$ cat src/rtl/fvts_pkg.sv
// Shared constants, codes and types for the flat vector top-k search block.
package fvts_pkg;

  localparam int unsigned MAX_VECTORS = 1024;
  localparam int unsigned MAX_DIM     = 128;
  localparam int unsigned MAX_K       = 16;

  localparam int unsigned ELEM_W  = 16;
  localparam int unsigned ID_W    = 32;
  localparam int unsigned SCORE_W = 48;
  localparam int unsigned DIM_W   = $clog2(MAX_DIM);
  localparam int unsigned DIM_CW  = $clog2(MAX_DIM + 1);
  localparam int unsigned VEC_W   = $clog2(MAX_VECTORS);
  localparam int unsigned CNT_W   = $clog2(MAX_VECTORS + 1);
  localparam int unsigned VS_AW   = VEC_W + DIM_W;
  localparam int unsigned K_W     = $clog2(MAX_K);
  localparam int unsigned K_CW    = $clog2(MAX_K + 1);

  // Sum of squares, square root and divider widths
  localparam int unsigned SUMSQ_W = 38;
  localparam int unsigned ROOT_W  = 19;
  localparam int unsigned NUM_W   = 30;
  localparam int unsigned QUO_W   = 15;

  localparam int unsigned CFG_IDX_W  = 2;
  localparam int unsigned CFG_DATA_W = 8;

  localparam logic [CFG_IDX_W-1:0] CFG_METRIC = 2'd0;
  localparam logic [CFG_IDX_W-1:0] CFG_NORM   = 2'd1;
  localparam logic [CFG_IDX_W-1:0] CFG_DIM    = 2'd2;
  localparam logic [CFG_IDX_W-1:0] CFG_TOPK   = 2'd3;

  localparam logic OP_ADD   = 1'b0;
  localparam logic OP_QUERY = 1'b1;

  localparam logic METRIC_DOT = 1'b0;
  localparam logic METRIC_L2  = 1'b1;

  localparam logic ST_HIT  = 1'b0;
  localparam logic ST_DROP = 1'b1;

  typedef struct packed {
    logic                      clear;
    logic                      ins;
    logic signed [SCORE_W-1:0] score;
    logic [ID_W-1:0]           id;
  } rank_req_t;

endpackage

$ cat src/rtl/fvts_isqrt.sv
// Iterative integer square root, two bits of radicand per cycle.
module fvts_isqrt import fvts_pkg::*; (
  input  logic               clk_i,
  input  logic               rst_ni,
  input  logic               start_i,
  input  logic [SUMSQ_W-1:0] x_i,
  output logic               done_o,
  output logic [ROOT_W-1:0]  root_o
);

  logic [SUMSQ_W-1:0] x_q, r_q, bit_q;
  logic               busy_q, done_q;
  logic [SUMSQ_W-1:0] trial;

  assign trial = r_q + bit_q;

  always_ff @(posedge clk_i or negedge rst_ni) begin
    if (!rst_ni) begin
      busy_q <= 1'b0;
      done_q <= 1'b0;
    end else begin
      done_q <= 1'b0;
      if (start_i) begin
        busy_q <= 1'b1;
      end else if (busy_q && bit_q[0]) begin
        busy_q <= 1'b0;
        done_q <= 1'b1;
      end
    end
  end

  always_ff @(posedge clk_i) begin
    if (start_i) begin
      x_q   <= x_i;
      r_q   <= '0;
      bit_q <= SUMSQ_W'(1) << (SUMSQ_W - 2);
    end else if (busy_q) begin
      if (x_q >= trial) begin
        x_q <= x_q - trial;
        r_q <= (r_q >> 1) + bit_q;
      end else begin
        r_q <= r_q >> 1;
      end
      bit_q <= bit_q >> 2;
    end
  end

  assign done_o = done_q;
  assign root_o = r_q[ROOT_W-1:0];

endmodule

$ cat config.mk
export PLATFORM = sky130hd
export DESIGN_NAME = fvts_isqrt
export DESIGN_NICKNAME = d
export VERILOG_FILES = /design/src/rtl/fvts_pkg.sv /design/src/rtl/fvts_isqrt.sv
export SDC_FILE = /design/constraint.sdc
export NUM_CORES = 1
export LEC_CHECK = 0
export CELL_PAD_IN_SITES_DETAIL_PLACEMENT = 1
export CELL_PAD_IN_SITES_GLOBAL_PLACEMENT = 1
export CORE_MARGIN = 2
export CORE_UTILIZATION = 40
export CTS_BUF_LIST = sky130_fd_sc_hd__clkbuf_4 sky130_fd_sc_hd__clkbuf_8 sky130_fd_sc_hd__clkbuf_16
export DETAILED_ROUTE_END_ITERATION = 8
export DONT_BUFFER_PORTS = 1
export HOLD_SLACK_MARGIN = 0.02
export PLACE_DENSITY = 0.64
export SLEW_MARGIN = 20
export SYNTH_ARGS = -nofsm -noshare
export SYNTH_HDL_FRONTEND = slang
export SYNTH_SLANG_ARGS = --single-unit
$ cat constraint.sdc
create_clock -name clk_i -period 21.1 [get_ports clk_i]
set_input_delay 2.11 -clock clk_i [delete_from_list [all_inputs] [get_ports clk_i]]
set_output_delay 2.11 -clock clk_i [all_outputs]
set_load 0.03 [all_outputs]
==> flow_metrics.env <==
export IMPL_status="completed"
export IMPL_tightest_slew_ps=724
export IMPL_dpl_cell_area_um2=8840
export IMPL_pre_cts_ws_ps=15140
export IMPL_grtUsageTotal=0.231
export IMPL_antenna_found_initial=0
export IMPL_drt_wl_total_mm=26.5
export IMPL_cp_start_kind="register"
export IMPL_synth_edff_count=38
export IMPL_clk_latency_ps=370
export IMPL_vias_per_cell=5.97
export IMPL_post_dp_hpwl_mm=19.9
export IMPL_cts_sinks=97
export IMPL_period_share=0.285
export IMPL_overflow=0
export IMPL_num_vias=7880
export IMPL_setup_viol=0
export IMPL_max_clock_freq_mhz=167
export IMPL_cts_max_level=3
export IMPL_syn_inst=1086
export IMPL_seq_area_um2=2330
export IMPL_rows=54
export IMPL_cts_tree="built"
export IMPL_die_area_um2=23200
export IMPL_area_growth_pct=4.08
export IMPL_start_util=0.406
export IMPL_drt_iter0_drc=384
export IMPL_grt_pass1_wl_mm=43.5
export IMPL_synth_distinct_cells=75
export IMPL_drive_above_1_share=0.0490
export IMPL_cap_violations=0
export IMPL_critPathMaxFanout=40
export IMPL_cts_root_buf="clkbuf_16"
export IMPL_synth_simple_gate_area_frac=0.192
export IMPL_place_gp_congestion=0.882
export IMPL_synth_async_sr_flop_share=0.0206
export IMPL_grt_setup_unrepaired="no"
export IMPL_cp_end_kind="register"
export IMPL_numCtsBuffers=9
export IMPL_crit_arrival_ps=6000
export IMPL_worstPathRequired_ps=21100
export IMPL_drt_pass1_iter_count=4
export IMPL_drt_wirelength_per_cell_um=20.1
export IMPL_pwr_share_seq=0.261
export IMPL_ctsResizeCount=0
export IMPL_io_pins=61
export IMPL_fill_cells=2620
export IMPL_p_leak_nw=3.58
export IMPL_n_antenna_cell=0
export IMPL_path_clk_slew_ps=90
export IMPL_drv_slew=0
export IMPL_multi_input_area_um2=6020
export IMPL_placedCellCount=1304
export IMPL_die_w_um=152
export IMPL_post_cts_buffers=0
export IMPL_p_int_mw=0.594
export IMPL_hp_class="reg2reg"
export IMPL_design_area_um2=9160
export IMPL_io_buffers=0
export IMPL_cts_max_path_buffers=2
export IMPL_p_per_area_nw_per_um2=122
export IMPL_share_comb_of_total_power=0.572
export IMPL_synth_xor_area_frac=0.0777
export IMPL_grt_max_degree=123
export IMPL_ir_drop_v=0.0000622
export IMPL_core_um2=21700
export IMPL_p_switching_mw=0.521
export IMPL_fin_worst_skew_ps=16.6
export IMPL_synth_top_family_by_area="compound AO/OA/AOI/OAI gates"
export IMPL_crit_type="reg2reg"
export IMPL_synth_fa_ha_area_frac=0.113
export IMPL_layout_setup_ws_ps=15100
export IMPL_netlist_area_um2=8800
export IMPL_hold_violations=0
export IMPL_drtAntennaViolNets=0
export IMPL_hold_slack_ps=556
export IMPL_nets=1155
export IMPL_layout_min_cycle_time_ps=6000
export IMPL_power_share_switching=0.468
export IMPL_final_core_util=0.422
export IMPL_first_global_vias=7834
export IMPL_syn_num_nets=1206
export IMPL_slew_headroom=0.517
export IMPL_syn_area_per_cell_um2=8.10
export IMPL_final_cells=1320
export IMPL_die_h_um=152
export IMPL_synthMuxAreaShare=0.0299
export IMPL_synth_compound_area_frac=0.270
export IMPL_ctsHoldBuffers=0
export IMPL_ys_flop_type="dfxtp_1"
export IMPL_total_power_mw=1.11
export IMPL_synth_seq_cells=97
export IMPL_drcViolationCount=0
export IMPL_yosysSeqAreaShare=0.265
export IMPL_power_frac_clock=0.167
export IMPL_ys_warn_count=0
export IMPL_tns_ps=0
==> cell type report <==
class,count,area share
multi-input cells,897,0.657
inverters,24,0.00984
clock inverters,7,0.0102
flip-flops and latches,97,0.255
well taps,280,0.0383
repair buffers,6,0.00492
clock buffers,9,0.0246
==> path summary, 6_finish.rpt <==
kind                                            start                  to  slack, ps  cells past startpoint
worst max-delay path              r_q[2]$_SDFFE_PP0P_   x_q[26]$_DFFE_PP_      15100                     19
worst min-delay path            bit_q[0]$_SDFFE_PP0P_  busy_q$_DFFE_PN0P_        560                      1
worst max register to register    r_q[2]$_SDFFE_PP0P_   x_q[26]$_DFFE_PP_      15100                     19
worst min register to register  bit_q[0]$_SDFFE_PP0P_  busy_q$_DFFE_PN0P_        560                      1
max in group asynchronous                      rst_ni  busy_q$_DFFE_PN0P_      19600                      0
min in group asynchronous                      rst_ni  busy_q$_DFFE_PN0P_       1420                      0
==> cells in the mapped netlist, drive strengths merged, types with 5 or more instances <==
library cell  count  area share
nand2           112       0.048
nor2            110       0.047
ha               78        0.11
a21oi            70       0.040
o21ai            66       0.038
dfxtp            57        0.13
a31oi            44       0.031
xnor2            43       0.043
buf              39       0.030
edfxtp           38        0.13
xor2             35       0.035
nand3            30       0.017
a21o             29       0.025
clkbuf           29       0.012
a211oi           26       0.023
mux2i            24       0.027
nor3             24       0.014
inv              23      0.0098
nand4            16       0.011
o21bai           15       0.013
o31ai            14       0.012
and3             12      0.0085
nor3b            11      0.0094
a311oi           10       0.011
o21a             10      0.0085
or3              10      0.0071
o211ai            9      0.0077
and2              8      0.0057
nor2b             8      0.0057
a31o              7      0.0070
a221oi            6      0.0067
nand2b            6      0.0043
o311ai            6      0.0060
o31a              5      0.0050
==> state kept, by name, summed over array words and instances (netlist names) <==
register,cells
busy_q,1
done_o,1
r_q,38
bit_q,19
x_q,38
==> power groups by stage <==
stage | combinational [mW] | clock [mW] | sequential [mW]
finish | 0.638 | 0.186 | 0.291
global route | 0.719 | 0.198 | 0.296
CTS | 0.637 | 0.189 | 0.290
detailed placement | 0.633 | 0 | 0.293
global placement | 0.629 | 0 | 0.294
floorplan | 0.502 | 0 | 0.284
==> kinds of logic (layout without fill, tap and decap cells) <==
kind of cell | count (synthesis) | after routing
adder cells (fa/ha/maj) | 79 | 79
AND/OR/NAND/NOR | 363 | 363
AO/OA/AOI/OAI | 351 | 351
buffers and inverters | 92 | 46
XOR/XNOR | 78 | 78
multiplexers | 26 | 26
flip-flops | 97 | 97
==> cell usage in the layout, fill, tap and decap left out, types with 4 or more instances in the layout <==
master / netlist / layout
a211oi_1: 24 / 24
a21o_1: 29 / 29
a21oi_1: 70 / 70
a221oi_1: 5 / 5
a311oi_1: 8 / 8
a31o_2: 7 / 7
a31oi_1: 44 / 43
and2_1: 8 / 8
and3_1: 12 / 12
buf_4: 23 / 6
clkbuf_16: 0 / 9
dfxtp_1: 57 / 57
edfxtp_1: 38 / 38
ha_1: 78 / 78
inv_1: 23 / 23
mux2i_1: 24 / 24
nand2_1: 112 / 112
nand2b_1: 6 / 6
nand3_1: 30 / 30
nand3b_1: 4 / 4
nand4_1: 16 / 16
nor2_1: 110 / 110
nor2b_1: 8 / 8
nor3_1: 23 / 23
nor3b_1: 11 / 11
o211ai_1: 9 / 9
o21a_1: 10 / 10
o21ai_0: 63 / 62
o21bai_1: 15 / 15
o311ai_0: 4 / 4
o31a_1: 5 / 5
o31ai_1: 14 / 14
or3_1: 10 / 10
xnor2_1: 43 / 43
xor2_1: 35 / 35
==> worst max-delay path, cell delays in order, from the launching register on <==
cell	delay, ps
dfxtp_1	650
ha_1	370
a31oi_1	260
o21bai_1	150
a31oi_1	420
nor3_1	110
or2_2	310
a31oi_1	260
o21ai_0	150
xnor2_1	170
ha_1	380
nand2_1	190
o21bai_1	240
nor2_1	90
o311ai_1	380
a211oi_2	90
buf_4	240
or2_4	450
o21ai_4	170
buf_4	510
==> layer usage <==
metal  global-route usage  wire length (um)
met5                    0                 0
met4               0.0436               301
met3               0.0293               710
met2                0.355             11600
met1                0.347             13900
(Power assumes the default switching activity.)
