==> src/rtl/fvts_pkg.sv <==
// Shared constants, codes and types for the flat vector top-k search block.
package fvts_pkg;

  localparam int unsigned MAX_VECTORS = 1024;
  localparam int unsigned MAX_DIM     = 128;
  localparam int unsigned MAX_K       = 16;

  localparam int unsigned ELEM_W  = 16;
  localparam int unsigned ID_W    = 32;
  localparam int unsigned SCORE_W = 48;
  localparam int unsigned DIM_W   = $clog2(MAX_DIM);
  localparam int unsigned DIM_CW  = $clog2(MAX_DIM + 1);
  localparam int unsigned VEC_W   = $clog2(MAX_VECTORS);
  localparam int unsigned CNT_W   = $clog2(MAX_VECTORS + 1);
  localparam int unsigned VS_AW   = VEC_W + DIM_W;
  localparam int unsigned K_W     = $clog2(MAX_K);
  localparam int unsigned K_CW    = $clog2(MAX_K + 1);

  // Sum of squares, square root and divider widths
  localparam int unsigned SUMSQ_W = 38;
  localparam int unsigned ROOT_W  = 19;
  localparam int unsigned NUM_W   = 30;
  localparam int unsigned QUO_W   = 15;

  localparam int unsigned CFG_IDX_W  = 2;
  localparam int unsigned CFG_DATA_W = 8;

  localparam logic [CFG_IDX_W-1:0] CFG_METRIC = 2'd0;
  localparam logic [CFG_IDX_W-1:0] CFG_NORM   = 2'd1;
  localparam logic [CFG_IDX_W-1:0] CFG_DIM    = 2'd2;
  localparam logic [CFG_IDX_W-1:0] CFG_TOPK   = 2'd3;

  localparam logic OP_ADD   = 1'b0;
  localparam logic OP_QUERY = 1'b1;

  localparam logic METRIC_DOT = 1'b0;
  localparam logic METRIC_L2  = 1'b1;

  localparam logic ST_HIT  = 1'b0;
  localparam logic ST_DROP = 1'b1;

  typedef struct packed {
    logic                      clear;
    logic                      ins;
    logic signed [SCORE_W-1:0] score;
    logic [ID_W-1:0]           id;
  } rank_req_t;

endpackage

==> src/rtl/fvts_div.sv <==
// Restoring divider for unit scaling, one quotient bit per cycle, saturating.
module fvts_div import fvts_pkg::*; (
  input  logic              clk_i,
  input  logic              rst_ni,
  input  logic              start_i,
  input  logic [NUM_W-1:0]  num_i,
  input  logic [ROOT_W-1:0] den_i,
  output logic              done_o,
  output logic [QUO_W-1:0]  quo_o
);

  localparam int unsigned CNT_DW = $clog2(QUO_W + 1);

  logic [ROOT_W-1:0] rem_q, den_q;
  logic [QUO_W-1:0]  low_q, quo_q;
  logic [CNT_DW-1:0] cnt_q;
  logic              busy_q, done_q;
  logic [ROOT_W:0]   shifted;
  logic              fits;

  assign shifted = {rem_q, low_q[QUO_W-1]};
  assign fits    = shifted >= {1'b0, den_q};

  always_ff @(posedge clk_i or negedge rst_ni) begin
    if (!rst_ni) begin
      busy_q <= 1'b0;
      done_q <= 1'b0;
      cnt_q  <= '0;
    end else begin
      done_q <= 1'b0;
      if (start_i) begin
        // Quotient would not fit in 15 bits: finish at once, saturated
        if ({4'b0, num_i[NUM_W-1:QUO_W]} >= den_i) begin
          done_q <= 1'b1;
        end else begin
          busy_q <= 1'b1;
          cnt_q  <= CNT_DW'(QUO_W);
        end
      end else if (busy_q) begin
        cnt_q <= cnt_q - 1'b1;
        if (cnt_q == CNT_DW'(1)) begin
          busy_q <= 1'b0;
          done_q <= 1'b1;
        end
      end
    end
  end

  always_ff @(posedge clk_i) begin
    if (start_i) begin
      den_q <= den_i;
      rem_q <= {4'b0, num_i[NUM_W-1:QUO_W]};
      low_q <= num_i[QUO_W-1:0];
      quo_q <= '1;
    end else if (busy_q) begin
      rem_q <= fits ? ROOT_W'(shifted - {1'b0, den_q}) : shifted[ROOT_W-1:0];
      low_q <= {low_q[QUO_W-2:0], 1'b0};
      quo_q <= {quo_q[QUO_W-2:0], fits};
    end
  end

  assign done_o = done_q;
  assign quo_o  = quo_q;

endmodule

==> config.mk <==
export PLATFORM = sky130hd
export DESIGN_NAME = fvts_div
export DESIGN_NICKNAME = d
export VERILOG_FILES = /design/src/rtl/fvts_pkg.sv /design/src/rtl/fvts_div.sv
export SDC_FILE = /design/constraint.sdc
export NUM_CORES = 1
export LEC_CHECK = 0
export ABC_AREA = 1
export BUFFER_PORTS_ARGS = -buffer_cell sky130_fd_sc_hd__buf_2
export CAP_MARGIN = 20
export CORE_ASPECT_RATIO = 1.2
export CORE_MARGIN = 2
export CORE_UTILIZATION = 45
export DETAILED_ROUTE_END_ITERATION = 8
export HOLD_SLACK_MARGIN = 0.08
export PLACE_DENSITY = 0.64
export RECOVER_POWER = 25
export SETUP_SLACK_MARGIN = 0.5
export SLEW_MARGIN = 20
export SYNTH_ARGS = -nofsm -noshare
export SYNTH_HDL_FRONTEND = slang
export SYNTH_SLANG_ARGS = --single-unit
==> constraint.sdc <==
create_clock -name clk_i -period 4.57 [get_ports clk_i]
set_input_delay 0.2285 -clock clk_i [delete_from_list [all_inputs] [get_ports clk_i]]
set_output_delay 0.2285 -clock clk_i [all_outputs]
set_load 0.1 [all_outputs]
==> report_table.html <==
<table>
<tr><th>Metric</th><th>Value</th></tr>
<tr><th colspan="2">Timing</th></tr>
<tr><td>Slew of the pin with the lowest slew margin</td><td>0.913 ns</td></tr>
<tr><td>Maximum achievable frequency</td><td>390 MHz</td></tr>
<tr><td>Setup repair after global routing missed its margin</td><td>false</td></tr>
<tr><td>Final setup skew</td><td>0.00615 ns</td></tr>
<tr><td>Tcrit/Tclk final</td><td>0.561</td></tr>
<tr><td>Number of max-slew violations in the final report</td><td>0</td></tr>
<tr><td>Setup violations, final</td><td>0</td></tr>
<tr><td>Final hold violations</td><td>0</td></tr>
<tr><td>Summed negative setup slack over all endpoints</td><td>0 ns</td></tr>
<tr><td>Clock period minus worst slack</td><td>2.56 ns</td></tr>
<tr><td>Worst hold margin</td><td>0.0952 ns</td></tr>
<tr><td>Relative slew slack</td><td>0.391</td></tr>
<tr><th colspan="2">Min path</th></tr>
<tr><td>Type of the tightest min-delay check</td><td>input port to register</td></tr>
<tr><th colspan="2">Synth</th></tr>
<tr><td>Most numerous cell in the Yosys netlist</td><td>sky130_fd_sc_hd__nand2_1</td></tr>
<tr><td>Commonest cells in the netlist</td><td>211 x sky130_fd_sc_hd__nand2_1, 117 x sky130_fd_sc_hd__inv_1, 49 x sky130_fd_sc_hd__edfxtp_1, 47 x sky130_fd_sc_hd__nand3_1, 36 x sky130_fd_sc_hd__ha_1</td></tr>
<tr><td>#FFs+latches synth</td><td>74</td></tr>
<tr><td>Post-synth design cell area</td><td>0.00474 mm²</td></tr>
<tr><td>Number of unique standard cell types used by synthesis</td><td>28</td></tr>
<tr><td>Part of the Yosys area used for sequential elements</td><td>0.422</td></tr>
<tr><td>Syn Inst Count</td><td>625</td></tr>
<tr><td>Ys flop type</td><td>sky130_fd_sc_hd__edfxtp_1</td></tr>
<tr><td>Number of enable flip-flop cells after synthesis</td><td>49</td></tr>
<tr><td>Total nets after synthesis</td><td>714</td></tr>
<tr><td>Async set or reset register ratio after synthesis</td><td>0.0811</td></tr>
<tr><td>Synthesized area per cell</td><td>7.58 µm²</td></tr>
<tr><td>Portion of synthesized cell area occupied by the leading cell type</td><td>0.311</td></tr>
<tr><td>Leading post-synthesis cells by cell area</td><td>sky130_fd_sc_hd__edfxtp_1 31%, sky130_fd_sc_hd__nand2_1 17%, sky130_fd_sc_hd__ha_1 9.5%</td></tr>
<tr><td>Cell accounting for the most synthesized area</td><td>sky130_fd_sc_hd__edfxtp_1</td></tr>
<tr><td>Syn. warnings</td><td>0</td></tr>
<tr><th colspan="2">Floorplan</th></tr>
<tr><td>Number of core rows</td><td>41</td></tr>
<tr><td>Core area</td><td>0.0104 mm²</td></tr>
<tr><td>Floorplan die area</td><td>0.0114 mm²</td></tr>
<tr><td>I/O pin cnt</td><td>68</td></tr>
<tr><td>Y dimension of the die</td><td>116 µm</td></tr>
<tr><td>Initial core utilization</td><td>0.457</td></tr>
<tr><td>Overall die width</td><td>97.7 µm</td></tr>
<tr><th colspan="2">Critical path</th></tr>
<tr><td>Buffers plus inverters on the worst setup path</td><td>1</td></tr>
<tr><td>Endpoint required time on the critical path</td><td>4.65 ns</td></tr>
<tr><td>Crit start category</td><td>register</td></tr>
<tr><td>Critical path, cell by cell</td><td>ha_1, fa_1, inv_1, nand3_1, nand3_1, nand2_1, nand3_1, nand2_2, nand2_4, nand3_1, nand3_1, nand2_1</td></tr>
<tr><td>Most prevalent standard cell on the critical path</td><td>sky130_fd_sc_hd__nand3_1</td></tr>
<tr><td>Biggest cell delay along the critical path</td><td>0.40 ns</td></tr>
<tr><td>Kind of end point of the critical path</td><td>register</td></tr>
<tr><td>Setup Crit Path Kind</td><td>register to register</td></tr>
<tr><td>Dominant delay contributor by cell family on the critical path</td><td>simple AND/OR/NAND/NOR gates</td></tr>
<tr><td>Peak fanout along the critical path</td><td>25</td></tr>
<tr><td>Worst path arrival time</td><td>2.64 ns</td></tr>
<tr><td>Crit path max-delay cell type</td><td>sky130_fd_sc_hd__fa_1</td></tr>
<tr><th colspan="2">Run</th></tr>
<tr><td>Max cap viols</td><td>0</td></tr>
<tr><th colspan="2">Clock network</th></tr>
<tr><td>Resized Gates After CTS</td><td>0</td></tr>
<tr><td>CTS buffer count</td><td>9</td></tr>
<tr><td>CTS hold repair buffers</td><td>3</td></tr>
<tr><td>CTS max path bufs</td><td>2</td></tr>
<tr><td>CTS tree</td><td>yes</td></tr>
<tr><td>Clock Tree Root</td><td>sky130_fd_sc_hd__clkbuf_16</td></tr>
<tr><td>Clock transition at path regs</td><td>0.06 ns</td></tr>
<tr><td>Source-to-sink clock delay at the later pin of the worst-skew pair</td><td>0.33 ns</td></tr>
<tr><td>Number of H-tree branching levels</td><td>3</td></tr>
<tr><td>Setup bufs post-CTS</td><td>0</td></tr>
<tr><td>Sinks on Clock Net</td><td>74</td></tr>
<tr><th colspan="2">Place</th></tr>
<tr><td>Placer's final routability congestion estimate</td><td>0.864</td></tr>
<tr><td>DPL Wire Length</td><td>8570 µm</td></tr>
<tr><td>I/O Buffers</td><td>67</td></tr>
<tr><th colspan="2">Global route</th></tr>
<tr><td>Antenna violations before repair</td><td>0</td></tr>
<tr><td>M2 GR Usage</td><td>0.357</td></tr>
<tr><td>Global routing usage summed across all routing layers</td><td>0.199</td></tr>
<tr><td>Largest net degree at the start of global routing</td><td>54</td></tr>
<tr><td>Met3 usage in global routing</td><td>0.0359</td></tr>
<tr><td>Vias in the first global route</td><td>4053</td></tr>
<tr><td>First-pass GRT wire length</td><td>18200 µm</td></tr>
<tr><td>GR peak layer</td><td>met2</td></tr>
<tr><td>GR Layer Usage met1</td><td>0.242</td></tr>
<tr><td>Gr ovfl total</td><td>0</td></tr>
<tr><th colspan="2">Cells and area</th></tr>
<tr><td>Share of final-layout standard cells stronger than drive strength 1</td><td>0.108</td></tr>
<tr><td>Area of all sequential standard cells</td><td>0.00200 mm²</td></tr>
<tr><td>Final net count</td><td>785</td></tr>
<tr><td>Footprint of the multi-input gates</td><td>0.00223 mm²</td></tr>
<tr><td>Inserted Diodes</td><td>0</td></tr>
<tr><td>Count of fill cells added during filler insertion</td><td>1049</td></tr>
<tr><td>Relative area change from synthesis to final layout</td><td>16.6%</td></tr>
<tr><th colspan="2">Pwr</th></tr>
<tr><td>Power density over the cells</td><td>545 mW/mm²</td></tr>
<tr><td>Maximum resistive drop on vdd</td><td>0.285 mV</td></tr>
<tr><td>Internal cell power</td><td>1.80 mW</td></tr>
<tr><td>Leakage power total</td><td>2.91 nW</td></tr>
<tr><td>Sw Share</td><td>0.402</td></tr>
<tr><td>Share of total power in the clock network</td><td>0.246</td></tr>
<tr><td>Part of the total power dissipated in combinational logic</td><td>0.449</td></tr>
<tr><td>Sequential group share of total power</td><td>0.306</td></tr>
<tr><td>NetSw</td><td>1.21 mW</td></tr>
<tr><th colspan="2">Status</th></tr>
<tr><td>Status</td><td>finished, final reports clean</td></tr>
<tr><th colspan="2">Route</th></tr>
<tr><td>Final Routed Wirelength</td><td>10900 µm</td></tr>
<tr><td>Number of DRC violations after detailed-routing iteration 0</td><td>191</td></tr>
<tr><td>DRC violation count after routing</td><td>0</td></tr>
<tr><td>Via total after detailed routing</td><td>4102</td></tr>
<tr><td>Routed Antenna Nets</td><td>0</td></tr>
<tr><td>Count of TritonRoute iterations in the first routing pass</td><td>5</td></tr>
<tr><td>Wire length per cell</td><td>13.2 µm</td></tr>
<tr><td>Avg Vias per Cell</td><td>4.94</td></tr>
</table>
[routing by layer]
layer  vias up  share of wire
li1       2131              -
met1      1861           0.44
met2        86           0.50
met3        24          0.035
met4         0          0.025
met5         -              0
[power groups by stage]
stage          sequential [mW]  clock (mW)  combinational (mW)
6_report                 0.921       0.741                1.35
5_1_grt                  0.933       0.783                1.54
4_1_cts                  0.920       0.756                1.36
3_5_place_dp             0.931           0                1.34
3_3_place_gp             0.928           0                1.33
2_1_floorplan            0.972           0                1.02
[final cells by class]
class	count	share of cell area
Clock buffer	13	0.0492
Clock inverter	3	0.00815
Inverter	117	0.0795
Multi-Input combinational cell	420	0.404
Sequential cell	74	0.362
Tap cell	129	0.0292
Timing Repair Buffer	74	0.0680
[cell families (layout without fill, tap and decap cells)]
group,count (synthesis),after routing,synth area share
AND/OR/NAND/NOR,325,325,0.294
buffers and inverters,131,207,0.107
flip-flops,74,74,0.422
XOR/XNOR,10,10,0.0185
adder cells (fa/ha/maj),37,37,0.0993
AO/OA/AOI/OAI,48,48,0.0584
[worst register-to-register path, cell delays in order (launching register included)]
cell,delay (ns)
sky130_fd_sc_hd__edfxtp_1,0.37
sky130_fd_sc_hd__ha_1,0.24
sky130_fd_sc_hd__fa_1,0.40
sky130_fd_sc_hd__inv_1,0.11
sky130_fd_sc_hd__nand3_1,0.07
sky130_fd_sc_hd__nand3_1,0.12
sky130_fd_sc_hd__nand2_1,0.09
sky130_fd_sc_hd__nand3_1,0.11
sky130_fd_sc_hd__nand2_2,0.21
sky130_fd_sc_hd__nand2_4,0.32
sky130_fd_sc_hd__nand3_1,0.13
sky130_fd_sc_hd__nand3_1,0.10
sky130_fd_sc_hd__nand2_1,0.06
[flip-flops by register name, indices dropped and copies added, names as in the netlist]
signal	cells
cnt_q	4
busy_q	1
done_o	1
den_q	19
rem_q	19
low_q	15
quo_o	15
[placed cells by master (no fill, tap or decap), drive strengths merged]
master / count
a21oi: 21
a22oi: 12
buf: 52
bufinv: 1
clkbuf: 31
clkinv: 1
dfrtp: 6
dfxtp: 19
dlygate4sd3: 4
edfxtp: 49
fa: 1
ha: 36
inv: 118
nand2: 217
nand3: 47
nand3b: 13
nand4: 4
nor2: 33
nor3: 10
o21a: 2
o21ai: 12
o22ai: 1
or2: 1
xnor2: 9
xor2: 1
[path summary, 6_finish.rpt]
kind	slack [ns]	start	endpoint	cells past startpoint
min	0.1	den_i[18]	den_q[18]$_DFFE_PP_	1
min in group asynchronous	0.31	rst_ni	cnt_q[0]$_DFFE_PN0P_	2
max	2.01	den_q[0]$_DFFE_PP_	rem_q[13]$_DFFE_PP_	12
max in group asynchronous	4.01	rst_ni	cnt_q[1]$_DFFE_PN0P_	2
max reg2reg	2.01	den_q[0]$_DFFE_PP_	rem_q[13]$_DFFE_PP_	12
min reg2reg	0.47	rem_q[18]$_SDFFE_PP0P_	rem_q[18]$_SDFFE_PP0P_	2
[per-stage QoR]
step / cells / area [µm²] / utilization / total power, mW / setup slack [ns]
after CTS: 829 / 5530 / 0.534 / 3.03 / 2.00
final: 830 / 5520 / 0.533 / 3.01 / 2.01
after global routing: 830 / 5520 / 0.533 / 3.26 / 1.73
after global placement: 810 / 5190 / 0.501 / 2.26 / 2.09
after detailed placement: 810 / 5190 / 0.501 / 2.27 / 2.00
after floorplan: 625 / 4740 / - / 1.99 / 2.43
(Power assumes the default switching activity.)
